[src/rtl/mp9p_pkg.sv]
package mp9p_pkg;

	// Parser phases of the current message.
	typedef enum logic [3:0] {
		PH_SIZE     = 4'd0,
		PH_TYPE     = 4'd1,
		PH_TAG      = 4'd2,
		PH_FIELD    = 4'd3,
		PH_STRLEN   = 4'd4,
		PH_QTYPE    = 4'd5,
		PH_QVERS    = 4'd6,
		PH_QPATH    = 4'd7,
		PH_COUNT    = 4'd8,
		PH_DLEN     = 4'd9,
		PH_STRBYTES = 4'd10,
		PH_DBYTES   = 4'd11,
		PH_DONE     = 4'd12,
		PH_SKIP     = 4'd13
	} phase_t;

	// Operations of a message type's field program.
	typedef enum logic [2:0] {
		OP_END   = 3'd0,
		OP_FIX   = 3'd1,
		OP_STR   = 3'd2,
		OP_QID   = 3'd3,
		OP_WNAME = 3'd4,
		OP_WQID  = 3'd5,
		OP_DATA  = 3'd6
	} op_t;

	// Token kinds.
	localparam logic [4:0] K_SIZE    = 5'd0;
	localparam logic [4:0] K_TYPE    = 5'd1;
	localparam logic [4:0] K_TAG     = 5'd2;
	localparam logic [4:0] K_MSIZE   = 5'd3;
	localparam logic [4:0] K_AFID    = 5'd4;
	localparam logic [4:0] K_FID     = 5'd5;
	localparam logic [4:0] K_NEWFID  = 5'd6;
	localparam logic [4:0] K_OLDTAG  = 5'd7;
	localparam logic [4:0] K_NELEM   = 5'd8;
	localparam logic [4:0] K_STRLEN  = 5'd9;
	localparam logic [4:0] K_QTYPE   = 5'd10;
	localparam logic [4:0] K_QVERS   = 5'd11;
	localparam logic [4:0] K_QPATH   = 5'd12;
	localparam logic [4:0] K_IOUNIT  = 5'd13;
	localparam logic [4:0] K_PERM    = 5'd14;
	localparam logic [4:0] K_MODE    = 5'd15;
	localparam logic [4:0] K_OFFSET  = 5'd16;
	localparam logic [4:0] K_COUNT   = 5'd17;
	localparam logic [4:0] K_DLEN    = 5'd18;
	localparam logic [4:0] K_STATLEN = 5'd19;
	localparam logic [4:0] K_BYTE    = 5'd20;
	localparam logic [4:0] K_GOOD    = 5'd21;
	localparam logic [4:0] K_BAD     = 5'd22;

	// Verdict error codes.
	localparam logic [2:0] E_NONE      = 3'd0;
	localparam logic [2:0] E_SHORT     = 3'd1;
	localparam logic [2:0] E_SIZE      = 3'd2;
	localparam logic [2:0] E_TYPE      = 3'd3;
	localparam logic [2:0] E_TRUNC     = 3'd4;
	localparam logic [2:0] E_ELEMENTS  = 3'd5;
	localparam logic [2:0] E_TRAILING  = 3'd6;

	localparam logic [7:0]  TYPE_FIRST   = 8'd100;
	localparam logic [7:0]  TYPE_LAST    = 8'd127;
	localparam logic [7:0]  TYPE_INVALID = 8'd106;
	localparam logic [31:0] MIN_LENGTH   = 32'd7;

	typedef struct packed {
		op_t        op;
		logic [4:0] kind;
		logic [3:0] width;
	} step_t;

	typedef struct packed {
		logic [4:0]  kind;
		logic [63:0] value;
		logic [4:0]  slot;
		logic [2:0]  err;
		logic        fin;
	} token_t;

	// Whole parser state.
	typedef struct packed {
		logic [31:0] pos;
		logic        ovf;
		logic [31:0] declared;
		logic [7:0]  msg;
		phase_t      phase;
		logic [3:0]  left;
		logic [3:0]  width;
		logic [63:0] acc;
		logic [4:0]  kind;
		op_t         op;
		logic [2:0]  step;
		logic [31:0] plen;
		logic [4:0]  elem_left;
		logic [4:0]  elem_num;
		logic [2:0]  fault;
	} pstate_t;

	function automatic logic known_type(input logic [7:0] k);
		return k >= TYPE_FIRST && k <= TYPE_LAST && k != TYPE_INVALID;
	endfunction

	// Field program of each type, indexed by type minus 100 and step.
	function automatic step_t program_step(input logic [4:0] t, input logic [1:0] i);
		step_t s;
		s = '{OP_END, 5'd0, 4'd0};
		unique case ({t, i})
			{5'd0, 2'd0}, {5'd1, 2'd0}: s = '{OP_FIX, K_MSIZE, 4'd4};
			{5'd0, 2'd1}, {5'd1, 2'd1}: s = '{OP_STR, K_STRLEN, 4'd2};
			{5'd2, 2'd0}: s = '{OP_FIX, K_AFID, 4'd4};
			{5'd2, 2'd1}, {5'd2, 2'd2}: s = '{OP_STR, K_STRLEN, 4'd2};
			{5'd3, 2'd0}, {5'd5, 2'd0}: s = '{OP_QID, K_QTYPE, 4'd1};
			{5'd4, 2'd0}: s = '{OP_FIX, K_FID, 4'd4};
			{5'd4, 2'd1}: s = '{OP_FIX, K_AFID, 4'd4};
			{5'd4, 2'd2}, {5'd4, 2'd3}: s = '{OP_STR, K_STRLEN, 4'd2};
			{5'd7, 2'd0}: s = '{OP_STR, K_STRLEN, 4'd2};
			{5'd8, 2'd0}: s = '{OP_FIX, K_OLDTAG, 4'd2};
			{5'd10, 2'd0}: s = '{OP_FIX, K_FID, 4'd4};
			{5'd10, 2'd1}: s = '{OP_FIX, K_NEWFID, 4'd4};
			{5'd10, 2'd2}: s = '{OP_WNAME, K_NELEM, 4'd2};
			{5'd11, 2'd0}: s = '{OP_WQID, K_NELEM, 4'd2};
			{5'd12, 2'd0}: s = '{OP_FIX, K_FID, 4'd4};
			{5'd12, 2'd1}: s = '{OP_FIX, K_MODE, 4'd1};
			{5'd13, 2'd0}, {5'd15, 2'd0}: s = '{OP_QID, K_QTYPE, 4'd1};
			{5'd13, 2'd1}, {5'd15, 2'd1}: s = '{OP_FIX, K_IOUNIT, 4'd4};
			{5'd14, 2'd0}: s = '{OP_FIX, K_FID, 4'd4};
			{5'd14, 2'd1}: s = '{OP_STR, K_STRLEN, 4'd2};
			{5'd14, 2'd2}: s = '{OP_FIX, K_PERM, 4'd4};
			{5'd14, 2'd3}: s = '{OP_FIX, K_MODE, 4'd1};
			{5'd16, 2'd0}: s = '{OP_FIX, K_FID, 4'd4};
			{5'd16, 2'd1}: s = '{OP_FIX, K_OFFSET, 4'd8};
			{5'd16, 2'd2}: s = '{OP_FIX, K_COUNT, 4'd4};
			{5'd17, 2'd0}: s = '{OP_DATA, K_DLEN, 4'd4};
			{5'd18, 2'd0}: s = '{OP_FIX, K_FID, 4'd4};
			{5'd18, 2'd1}: s = '{OP_FIX, K_OFFSET, 4'd8};
			{5'd18, 2'd2}: s = '{OP_DATA, K_DLEN, 4'd4};
			{5'd19, 2'd0}: s = '{OP_FIX, K_COUNT, 4'd4};
			{5'd20, 2'd0}, {5'd22, 2'd0}, {5'd24, 2'd0}: s = '{OP_FIX, K_FID, 4'd4};
			{5'd25, 2'd0}: s = '{OP_DATA, K_STATLEN, 4'd2};
			{5'd26, 2'd0}: s = '{OP_FIX, K_FID, 4'd4};
			{5'd26, 2'd1}: s = '{OP_DATA, K_STATLEN, 4'd2};
			default: s = '{OP_END, 5'd0, 4'd0};
		endcase
		return s;
	endfunction

	function automatic pstate_t begin_field(input pstate_t s, input phase_t ph,
			input logic [3:0] w, input logic [4:0] k);
		pstate_t r;
		r = s;
		r.phase = ph;
		r.width = w;
		r.left  = w;
		r.acc   = '0;
		r.kind  = k;
		return r;
	endfunction

	function automatic pstate_t next_op(input pstate_t s);
		pstate_t r;
		step_t   st;
		logic [7:0] t;
		r = s;
		t = s.msg - TYPE_FIRST;
		st = program_step(t[4:0], s.step[1:0]);
		if (s.step[2] || !known_type(s.msg)) begin
			r.phase = PH_DONE;
		end else begin
			r.step = s.step + 3'd1;
			r.op = st.op;
			unique case (st.op)
				OP_FIX:   r = begin_field(r, PH_FIELD, st.width, st.kind);
				OP_STR:   r = begin_field(r, PH_STRLEN, 4'd2, K_STRLEN);
				OP_QID:   r = begin_field(r, PH_QTYPE, 4'd1, K_QTYPE);
				OP_WNAME,
				OP_WQID:  r = begin_field(r, PH_COUNT, 4'd2, K_NELEM);
				OP_DATA:  r = begin_field(r, PH_DLEN, st.width, st.kind);
				default:  r.phase = PH_DONE;
			endcase
		end
		return r;
	endfunction

	function automatic pstate_t string_done(input pstate_t s);
		pstate_t r;
		r = s;
		r.elem_num = s.elem_num + 5'd1;
		if (s.op == OP_WNAME && s.elem_left > 5'd1) begin
			r.elem_left = s.elem_left - 5'd1;
			r = begin_field(r, PH_STRLEN, 4'd2, K_STRLEN);
		end else begin
			r.elem_left = '0;
			r = next_op(r);
		end
		return r;
	endfunction

	function automatic pstate_t qid_done(input pstate_t s);
		pstate_t r;
		r = s;
		if (s.op == OP_WQID) begin
			r.elem_num = s.elem_num + 5'd1;
			if (s.elem_left > 5'd1) begin
				r.elem_left = s.elem_left - 5'd1;
				r = begin_field(r, PH_QTYPE, 4'd1, K_QTYPE);
			end else begin
				r.elem_left = '0;
				r = next_op(r);
			end
		end else begin
			r = next_op(r);
		end
		return r;
	endfunction

	function automatic pstate_t latch_fault(input pstate_t s, input logic [2:0] code);
		pstate_t r;
		r = s;
		if (s.fault == E_NONE) begin
			r.fault = code;
		end
		r.phase = PH_SKIP;
		return r;
	endfunction

	// State at reset and at the start of each message.
	function automatic pstate_t fresh_state();
		pstate_t r;
		r = '0;
		r.phase = PH_SIZE;
		r.op = OP_END;
		r.width = 4'd4;
		r.left = 4'd4;
		r.kind = K_SIZE;
		return r;
	endfunction

endpackage

[src/rtl/mp9p_queue.sv]
module mp9p_queue (
	input  logic             clk,
	input  logic             arst_n,
	input  logic             push_a,
	input  mp9p_pkg::token_t din_a,
	input  logic             push_b,
	input  mp9p_pkg::token_t din_b,
	output logic             room,
	output logic             out_vld,
	output mp9p_pkg::token_t dout,
	input  logic             pop
);

	mp9p_pkg::token_t mem_q [4];
	logic [1:0] wr_q;
	logic [1:0] rd_q;
	logic [2:0] cnt_q;
	logic [1:0] wr_b;
	logic [2:0] n_push;
	logic       do_pop;

	assign out_vld = (cnt_q != 3'd0);
	assign dout    = mem_q[rd_q];
	assign room    = (cnt_q <= 3'd2);
	assign do_pop  = pop && out_vld;
	assign wr_b    = push_a ? wr_q + 2'd1 : wr_q;
	assign n_push  = 3'(push_a) + 3'(push_b);

	// Token storage, up to two writes a cycle.
	always_ff @(posedge clk) begin
		if (push_a) begin
			mem_q[wr_q] <= din_a;
		end
		if (push_b) begin
			mem_q[wr_b] <= din_b;
		end
	end

	// Pointers and fill count.
	always_ff @(posedge clk or negedge arst_n) begin
		if (!arst_n) begin
			wr_q <= '0;
			rd_q <= '0;
			cnt_q <= '0;
		end else begin
			wr_q <= wr_q + n_push[1:0];
			if (do_pop) begin
				rd_q <= rd_q + 2'd1;
			end
			cnt_q <= cnt_q + n_push - 3'(do_pop);
		end
	end

endmodule
[config.mk]
export PLATFORM = sky130hd
export DESIGN_NAME = mp9p_queue
export DESIGN_NICKNAME = d
export VERILOG_FILES = /design/src/rtl/mp9p_pkg.sv /design/src/rtl/mp9p_queue.sv
export SDC_FILE = /design/constraint.sdc
export NUM_CORES = 1
export LEC_CHECK = 0
export ABC_CLOCK_PERIOD_IN_PS = 7830
export BUFFER_PORTS_ARGS = -buffer_cell sky130_fd_sc_hd__buf_4
export CELL_PAD_IN_SITES_DETAIL_PLACEMENT = 1
export CELL_PAD_IN_SITES_GLOBAL_PLACEMENT = 1
export CORE_UTILIZATION = 53
export DETAILED_ROUTE_END_ITERATION = 7
export HOLD_SLACK_MARGIN = 0.02
export PLACE_DENSITY = 0.95
export SLEW_MARGIN = 20
export SYNTH_ARGS = -nofsm -noshare
export SYNTH_HDL_FRONTEND = slang
export SYNTH_SLANG_ARGS = --single-unit
export TNS_END_PERCENT = 10
[constraint.sdc]
create_clock -name clk -period 7.83 [get_ports clk]
set_clock_uncertainty 0.2 [all_clocks]
set_input_delay 1.1745 -clock clk [delete_from_list [all_inputs] [get_ports clk]]
set_output_delay 1.1745 -clock clk [all_outputs]
set_load 0.01 [all_outputs]
==> metrics, run 1 <==
final count of hold timing violations 0; Crit-path slowest cell dfrtp_4; Fillers 2,459; hold crit path type in -> async; Mapped Area 15,500 um2; maximum number of pins on one net before global-route repair 70; Max Fclk 219 MHz; Worst Setup Start Kind flop; Die ar. 29,900 um2; RSZ-0062 raised after global routing false; Total Routing Usage GR 0.273; Final ANT Viol Nets 0; setup TNS 0 ns; WS Path Type reg -> out; # DRC 0; Synth cell types 27; Synth Area in Adders 0.00857; vias in the first global route 9,832; DRT iter0 DRCs 711; Max-Cap Viols 0; #FFs+latches synth 319; drt pass-1 iters 4; R2R depth 7; crit end category output pin; Slew Viols, Final 0; Seq/Total Area, Yosys 0.617; Avg WL per Cell 27.7 um; Buf/Inv on CP 2; # rows 62; Gate Count Post-Synth 806; Compound-Gate Fraction of Synth Area 0.00574; Slew @ Worst Pin 1.13 ns; Slew headroom 0.248; CTS buffer count 36; CP Max Fanout 46; Post-Synth XOR/XNOR Area 0.00340; Via density 6.00; ratio of cells with drive above 1 in the final layout 0.621; hold bufs inserted after CTS 0; H-tree levels 2; CP top delay family buffers and inverters; I/O Buffers 240; multiplexer share of the synthesized area 0.341; grt ovf 0; yosys warns 0; crit-path most repeated cell buf_4; register area 9550 um2; multi-input combinational cell area 5670 um2; power per cell area 404 nW/um2; worst path cell trace buf_4, mux4_2, buf_4; Clock Sinks 319; Detailed Route WL 40,400 um; first-pass GRT wire length 61,300 um; # setup viols final 0; Critical Path AT 3.19 ns; worst reg-to-reg setup slack 4.01 ns; routability cong. 0.757; initial antenna violation count 1; outcome finished clean; Worst-path clk slew 0.06 ns; clk buf depth 3; WP data required 6.46 ns; hold slack 0.254 ns; Core ar. 28,700 um2; Worst-Skew Late Latency 0.52 ns; CTS Root Cell clkbuf_16; Lkg Pwr 0.00671 uW; slowest stage delay, CP 0.90 ns; VDD IR-drop max 0.227 mV; syn nets 977; DR vias 8,749; main combinational cell family by area after synthesis multiplexers; clock tree from TritonCTS built; Post-CTS Resized 0; Post-CTS Setup Bufs 0; Final Non-Filler Cells 1,458; initial core utilization 0.539; Post-DP HPWL 25,100 um; placed cells 1,392; Post-Synth Simple-Gate Area 0.00501; post-route clock period utilization 0.582; synthesized area per cell 19.2 um2; nets 1,217; die height 173 um; Syn-to-layout area delta 21.4%; DIE WIDTH 173 um; Ports 241; Critical Path Stages 3; fin crit period 4.56 ns
-- per-layer routing --
metal	track usage	routed length, um	share of wire
met5	0	0	0
met1	0.346	16100	0.40
met3	0.0530	2050	0.051
met2	0.472	21200	0.52
met4	0.0870	1080	0.027
-- layout by cell type, fill, tap and decap left out, types with 3 or more instances in the layout --
master	Yosys	layout
clkinv_1	0	10
nand2_1	6	4
bufinv_16	0	4
clkbuf_1	9	8
mux2_1	36	36
dfrtp_1	7	5
buf_4	5	254
mux2_2	276	276
inv_6	0	3
edfxtp_1	312	312
inv_1	8	8
clkbuf_16	0	37
xnor2_1	4	4
ha_1	9	9
mux4_2	78	78
clkinv_2	0	3
-- cells by family (layout without fill, tap and decap cells) --
family	after synthesis	in the layout
AND/OR/NAND/NOR	13	13
XOR/XNOR	6	6
AO/OA/AOI/OAI	8	8
other	0	1
adder cells (fa/ha/maj)	10	10
flip-flops	319	319
multiplexers	390	390
buffers and inverters	60	327
-- cell type report --
cell class / instances / share of cell area
Sequential cell: 319 / 0.508
Multi-Input combinational cell: 427 / 0.302
Timing Repair Buffer: 254 / 0.101
Clock buffer: 45 / 0.0509
Tap cell: 384 / 0.0256
Clock inverter: 20 / 0.0106
Inverter: 8 / 0.00160
Antenna cell: 1 / 0.000133
-- report_power, final --
group          switching (uW)  internal (uW)  total [uW]
Clock                     676            999        1680
Combinational            1470           1440        2910
Sequential                297           2710        3010
-- stage by stage --
step	utilization	setup WS [ns]	area, um2	power, uW
detailed placement	0.614	3.67	17600	5970
floorplan	-	3.49	15500	4740
global placement	0.614	3.81	17600	5810
CTS	0.655	3.19	18800	7670
global route	0.655	3.05	18800	7890
finish	0.655	3.27	18800	7590
-- path summary, 6_finish.rpt --
kind / from / to
worst min-delay path: arst_n / wr_q[1]
worst max register to register: wr_q[0] / mem_q[2][16]
worst min register to register: cnt_q[2] / cnt_q[2]
max in group asynchronous: arst_n / rd_q[0]
min in group clk: cnt_q[2] / cnt_q[2]
worst max-delay path: rd_q[0] / dout[27]
-- cell usage after synthesis, drive strengths merged --
library cell	instances	area (um2)
edfxtp	312	9370
mux2	312	3510
mux4	78	1760
buf	43	246
clkbuf	9	33.8
ha	9	113
inv	8	30.0
dfrtp	7	175
nand2	6	22.5
xnor2	4	35.0
a21o	2	15.0
nor3b	2	20.0
o21ai	2	17.5
o31ai	2	42.5
xor2	2	17.5
a21oi	1	5.00
and3b	1	8.76
fa	1	20.0
nand4	1	6.26
nand4b	1	8.76
nor3	1	5.00
o31a	1	8.76
or3	1	6.26
-- state kept, by name, indices dropped and copies added, names as in the netlist --
| register | cells |
|---|---|
| mem_q | 312 |
| rd_q | 2 |
| wr_q | 2 |
| cnt_q | 3 |
(Power assumes the default switching activity.)
==> run 2, diff against run 1 <==
--- a/config.mk
+++ b/config.mk
@@ -5,14 +5,14 @@
 export SDC_FILE = /design/constraint.sdc
 export NUM_CORES = 1
 export LEC_CHECK = 0
-export ABC_CLOCK_PERIOD_IN_PS = 7830
+export ABC_CLOCK_PERIOD_IN_PS = 3700
 export BUFFER_PORTS_ARGS = -buffer_cell sky130_fd_sc_hd__buf_4
 export CELL_PAD_IN_SITES_DETAIL_PLACEMENT = 1
 export CELL_PAD_IN_SITES_GLOBAL_PLACEMENT = 1
-export CORE_UTILIZATION = 53
+export CORE_UTILIZATION = 44
 export DETAILED_ROUTE_END_ITERATION = 7
 export HOLD_SLACK_MARGIN = 0.02
-export PLACE_DENSITY = 0.95
+export PLACE_DENSITY = 0.86
 export SLEW_MARGIN = 20
 export SYNTH_ARGS = -nofsm -noshare
 export SYNTH_HDL_FRONTEND = slang
==> constraint.sdc (replaced) <==
create_clock -name clk -period 3.7 [get_ports clk]
set_clock_uncertainty 0.2 [all_clocks]
set_input_delay 0.555 -clock clk [delete_from_list [all_inputs] [get_ports clk]]
set_output_delay 0.555 -clock clk [all_outputs]
set_load 0.01 [all_outputs]
==> metrics, run 2 (same netlist as run 1, synthesis figures left out) <==
Worst-Skew Late Latency 0.52 ns; Max-Cap Viols 0; commonest non-fill, non-tap cell in the layout edfxtp_1; Die ar. 35,900 um2; routability cong. 0.734; Slew headroom 0.438; die height 190 um; clk buf depth 3; Largest Register mem_q; grt ovf 0; hold crit path type in -> reg; max reg flops 312; first-pass GRT wire length 59,300 um; Lkg Pwr 0.00679 uW; WS Path Type reg -> reg; Syn-to-layout area delta 23.3%; Avg WL per Cell 25.4 um; worst hold start din_b[69]; top flop regs mem_q (312), cnt_q (3); DR vias 8,627; Worst Setup Start Kind flop; CTS Root Cell clkbuf_16; # setup viols final 0; power per cell area 849 nW/um2; Final ANT Viol Nets 0; RSZ-0062 raised after global routing false; drt pass-1 iters 4; maximum number of pins on one net before global-route repair 79; Max Fclk 335 MHz; I/O Buffers 240; setup TNS 0 ns; # rows 68; DIE WIDTH 190 um; Slew Viols, Final 0; Reg-to-Reg Start wr_q[0]; Detailed Route WL 39,200 um; Design Power 16,200 uW; outcome finished clean; nets 1,227; H-tree levels 2; finished layout cell area 19,100 um2; WP data required 3.77 ns; fin crit period 2.98 ns; Post-DP HPWL 23,900 um; post-place instance area 17,900 um2; Ports 241; Core ar. 34,500 um2; Via density 5.59; clock tree from TritonCTS built; initial antenna violation count 2; DRT iter0 DRCs 393; Final Non-Filler Cells 1,542; initial core utilization 0.448; ratio of cells with drive above 1 in the final layout 0.622; placed cells 1,471; Worst-path clk slew 0.06 ns; Worst Setup SP wr_q[0]; VDD IR-drop max 0.488 mV; # DRC 0; post-route clock period utilization 0.806; final count of hold timing violations 0; CTS buffer count 37; crit end category flop; vias in the first global route 9,813; CP Max Fanout 68; Slew @ Worst Pin 0.843 ns; Core Util, Final 0.553; Critical Path AT 3.05 ns; most frequent cells in the layout edfxtp_1 (312), mux2_2 (276), buf_4 (253); Total Routing Usage GR 0.222; Clock Sinks 319
## run 2: worst max-delay path: stages, from the launching register on
cell	delay [ns]
dfrtp_1	0.57
inv_1	0.19
ha_1	0.39
nand4_1	0.16
o31ai_4	0.25
buf_12	0.40
mux2_2	0.40
## run 2: repair_timing
item,4_1_cts,5_1_grt
setup buffers,0,0
hold buffers,1,0
hold endpoints to repair,7,0
resized for setup,0,0
## run 2: layout make-up
type	count	area, um2
Fill cell	3133	15500
Clock buffer	51	1020
Sequential cell	319	9550
Multi-Input combinational cell	427	5670
Timing Repair Buffer	263	2090
Clock inverter	17	154
Tap cell	455	569
Inverter	8	30.0
Antenna cell	2	5.00
## run 2: path summary, 6_finish.rpt
path	endpoint	slack [ns]	cells past startpoint
min reg2reg	cnt_q[2]	0.32	1
max in group asynchronous	rd_q[0]	2.90	2
max reg2reg	mem_q[2][9]	0.72	6
max	mem_q[2][9]	0.72	6
min	mem_q[1][69]	0.14	2
min in group asynchronous	cnt_q[0]	0.24	2
## run 2: power breakdown
part	leakage, uW	switching, uW	total, uW	internal [uW]
Combinational	0.00322	3240	6450	3210
Sequential	0.00300	472	6190	5720
Clock	0.000574	1430	3570	2140
Total	0.00679	5150	16200	11100
## run 2: stage by stage
step | hold slack, ns | setup WS [ns]
after floorplan | 0.0594 | -0.281
after global placement | 0.184 | 0.759
after detailed placement | 0.190 | 0.688
after CTS | 0.125 | 0.631
after global routing | 0.140 | 0.588
final | 0.143 | 0.718
## run 2: layer usage
layer	GRT usage	vias up	part of all wire
li1	-	3829	-
met1	0.264	4515	0.39
met2	0.397	226	0.53
met3	0.0518	57	0.055
met4	0.0664	0	0.023
met5	0	-	0
==> run 3, diff against run 2 <==
--- a/config.mk
+++ b/config.mk
@@ -5,14 +5,14 @@
 export SDC_FILE = /design/constraint.sdc
 export NUM_CORES = 1
 export LEC_CHECK = 0
-export ABC_CLOCK_PERIOD_IN_PS = 3700
+export ABC_CLOCK_PERIOD_IN_PS = 2990
 export BUFFER_PORTS_ARGS = -buffer_cell sky130_fd_sc_hd__buf_4
 export CELL_PAD_IN_SITES_DETAIL_PLACEMENT = 1
 export CELL_PAD_IN_SITES_GLOBAL_PLACEMENT = 1
-export CORE_UTILIZATION = 44
+export CORE_UTILIZATION = 49
 export DETAILED_ROUTE_END_ITERATION = 7
 export HOLD_SLACK_MARGIN = 0.02
-export PLACE_DENSITY = 0.86
+export PLACE_DENSITY = 0.9
 export SLEW_MARGIN = 20
 export SYNTH_ARGS = -nofsm -noshare
 export SYNTH_HDL_FRONTEND = slang
==> constraint.sdc (replaced) <==
create_clock -name clk -period 2.99 [get_ports clk]
set_clock_uncertainty 0.2 [all_clocks]
set_input_delay 0.4485 -clock clk [delete_from_list [all_inputs] [get_ports clk]]
set_output_delay 0.4485 -clock clk [all_outputs]
set_load 0.01 [all_outputs]
==> metrics, run 3 (same netlist as run 1, synthesis figures left out) <==
Max-Cap Viols 0; Avg WL per Cell 26.4 um; routability cong. 0.748; WP data required 2.34 ns; Clock Sinks 319; post-place instance area 18,000 um2; Final ANT Viol Nets 0; drt pass-1 iters 8; # DRC 16; grt ovf 0; Die ar. 32,300 um2; DR vias 8,743; ratio of cells with drive above 1 in the final layout 0.624; first-pass GRT wire length 60,000 um; R2R Path End mem_q[1][3]; H-tree levels 2; Worst-Skew Late Latency 0.50 ns; ant diodes 0; vias in the first global route 9,803; Max Fclk 375 MHz; crit end category output pin; CP Max Fanout 79; Critical Path AT 2.02 ns; CTS Root Cell clkbuf_16; hold slack 0.0503 ns; RSZ-0062 raised after global routing false; R2R depth 7; outcome complete, but fails checks; hold endpoint mem_q[2][75]; hold crit path type in -> reg; final count of hold timing violations 0; post-route clock period utilization 0.892; Detailed Route WL 39,300 um; Post-DP HPWL 24,600 um; Ports 241; Slew Viols, Final 0; DIE WIDTH 180 um; clk buf depth 3; nets 1,239; most frequent cells in the layout edfxtp_1 (312), mux2_2 (276), buf_4 (258); clock tree from TritonCTS built; Lkg Pwr 0.00683 uW; Worst Setup Start Kind flop; # setup viols final 0; WS Path Type reg -> out; I/O Buffers 240; finished layout cell area 19,100 um2; initial core utilization 0.502; DRT iter0 DRCs 706; CTS buffer count 36; Worst-path clk slew 0.06 ns; initial antenna violation count 1; Via density 5.88; top flop regs mem_q (312), cnt_q (3); power per cell area 1050 nW/um2; worst reg-to-reg setup slack 0.42 ns; commonest non-fill, non-tap cell in the layout edfxtp_1; Core ar. 30,800 um2; Total Routing Usage GR 0.245; Syn-to-layout area delta 23.2%; Slew headroom 0.630; die height 180 um; Reg-to-Reg Start wr_q[0]; max reg flops 312; Slew @ Worst Pin 0.555 ns; Largest Register mem_q; # rows 64; failing checks design-rule violations; hold path depth 2; worst hold start din_a[75]; VDD IR-drop max 0.670 mV; maximum number of pins on one net before global-route repair 80; fin crit period 2.67 ns
## run 3: layer usage
layer  track usage  vias up  routed length (um)
met5             0        -                  11
met2         0.424      272               20000
met4        0.0645        2                 782
li1              -     3832                   -
met1         0.311     4586               16100
met3        0.0571       51                2340
## run 3: metrics by stage
step	std cells	setup TNS (ns)	setup WS, ns	power (uW)	utilization
global placement	1421	0	0.479	15700	0.583
global route	1488	0	0.252	20800	0.619
floorplan	806	-43.13	-0.197	12400	-
finish	1488	0	0.322	20000	0.619
CTS	1484	0	0.0199	20100	0.617
detailed placement	1421	0	0.430	16000	0.583
## run 3: worst max-delay path by stage
stage                     depth (start not counted)    start          end
after floorplan                                   8  wr_q[0]  mem_q[0][0]
after global placement                           10   push_a     cnt_q[2]
after detailed placement                          7  wr_q[0]  mem_q[1][3]
after CTS                                         3  rd_q[0]     dout[45]
after global routing                              3  rd_q[0]     dout[44]
final                                             3  rd_q[1]      dout[2]
## run 3: what timing repair did
item	CTS	global route
hold buffers	1	0
endpoints found under the hold margin	7	0
setup endpoints to repair	0	25
buffers inserted	0	4
resized for setup	0	0
## run 3: area by class of cell
| cell class | count | area [um2] |
|---|---|---|
| Clock buffer | 52 | 1000 |
| Clock inverter | 10 | 40.0 |
| Fill cell | 2658 | 11800 |
| Inverter | 8 | 30.0 |
| Multi-Input combinational cell | 427 | 5670 |
| Sequential cell | 319 | 9550 |
| Tap cell | 396 | 495 |
| Timing Repair Buffer | 276 | 2290 |
## run 3: worst max-delay path: stages (launching register included)
cell     delay, ns
dfrtp_4       0.41
buf_12        0.40
mux4_2        0.44
buf_4         0.17
## run 3: where the power goes
part | switching, uW | total, uW | internal (uW)
clock network | 1700 | 4010 | 2310
logic | 4250 | 8450 | 4200
registers | 441 | 7510 | 7070
total | 6390 | 20000 | 13600
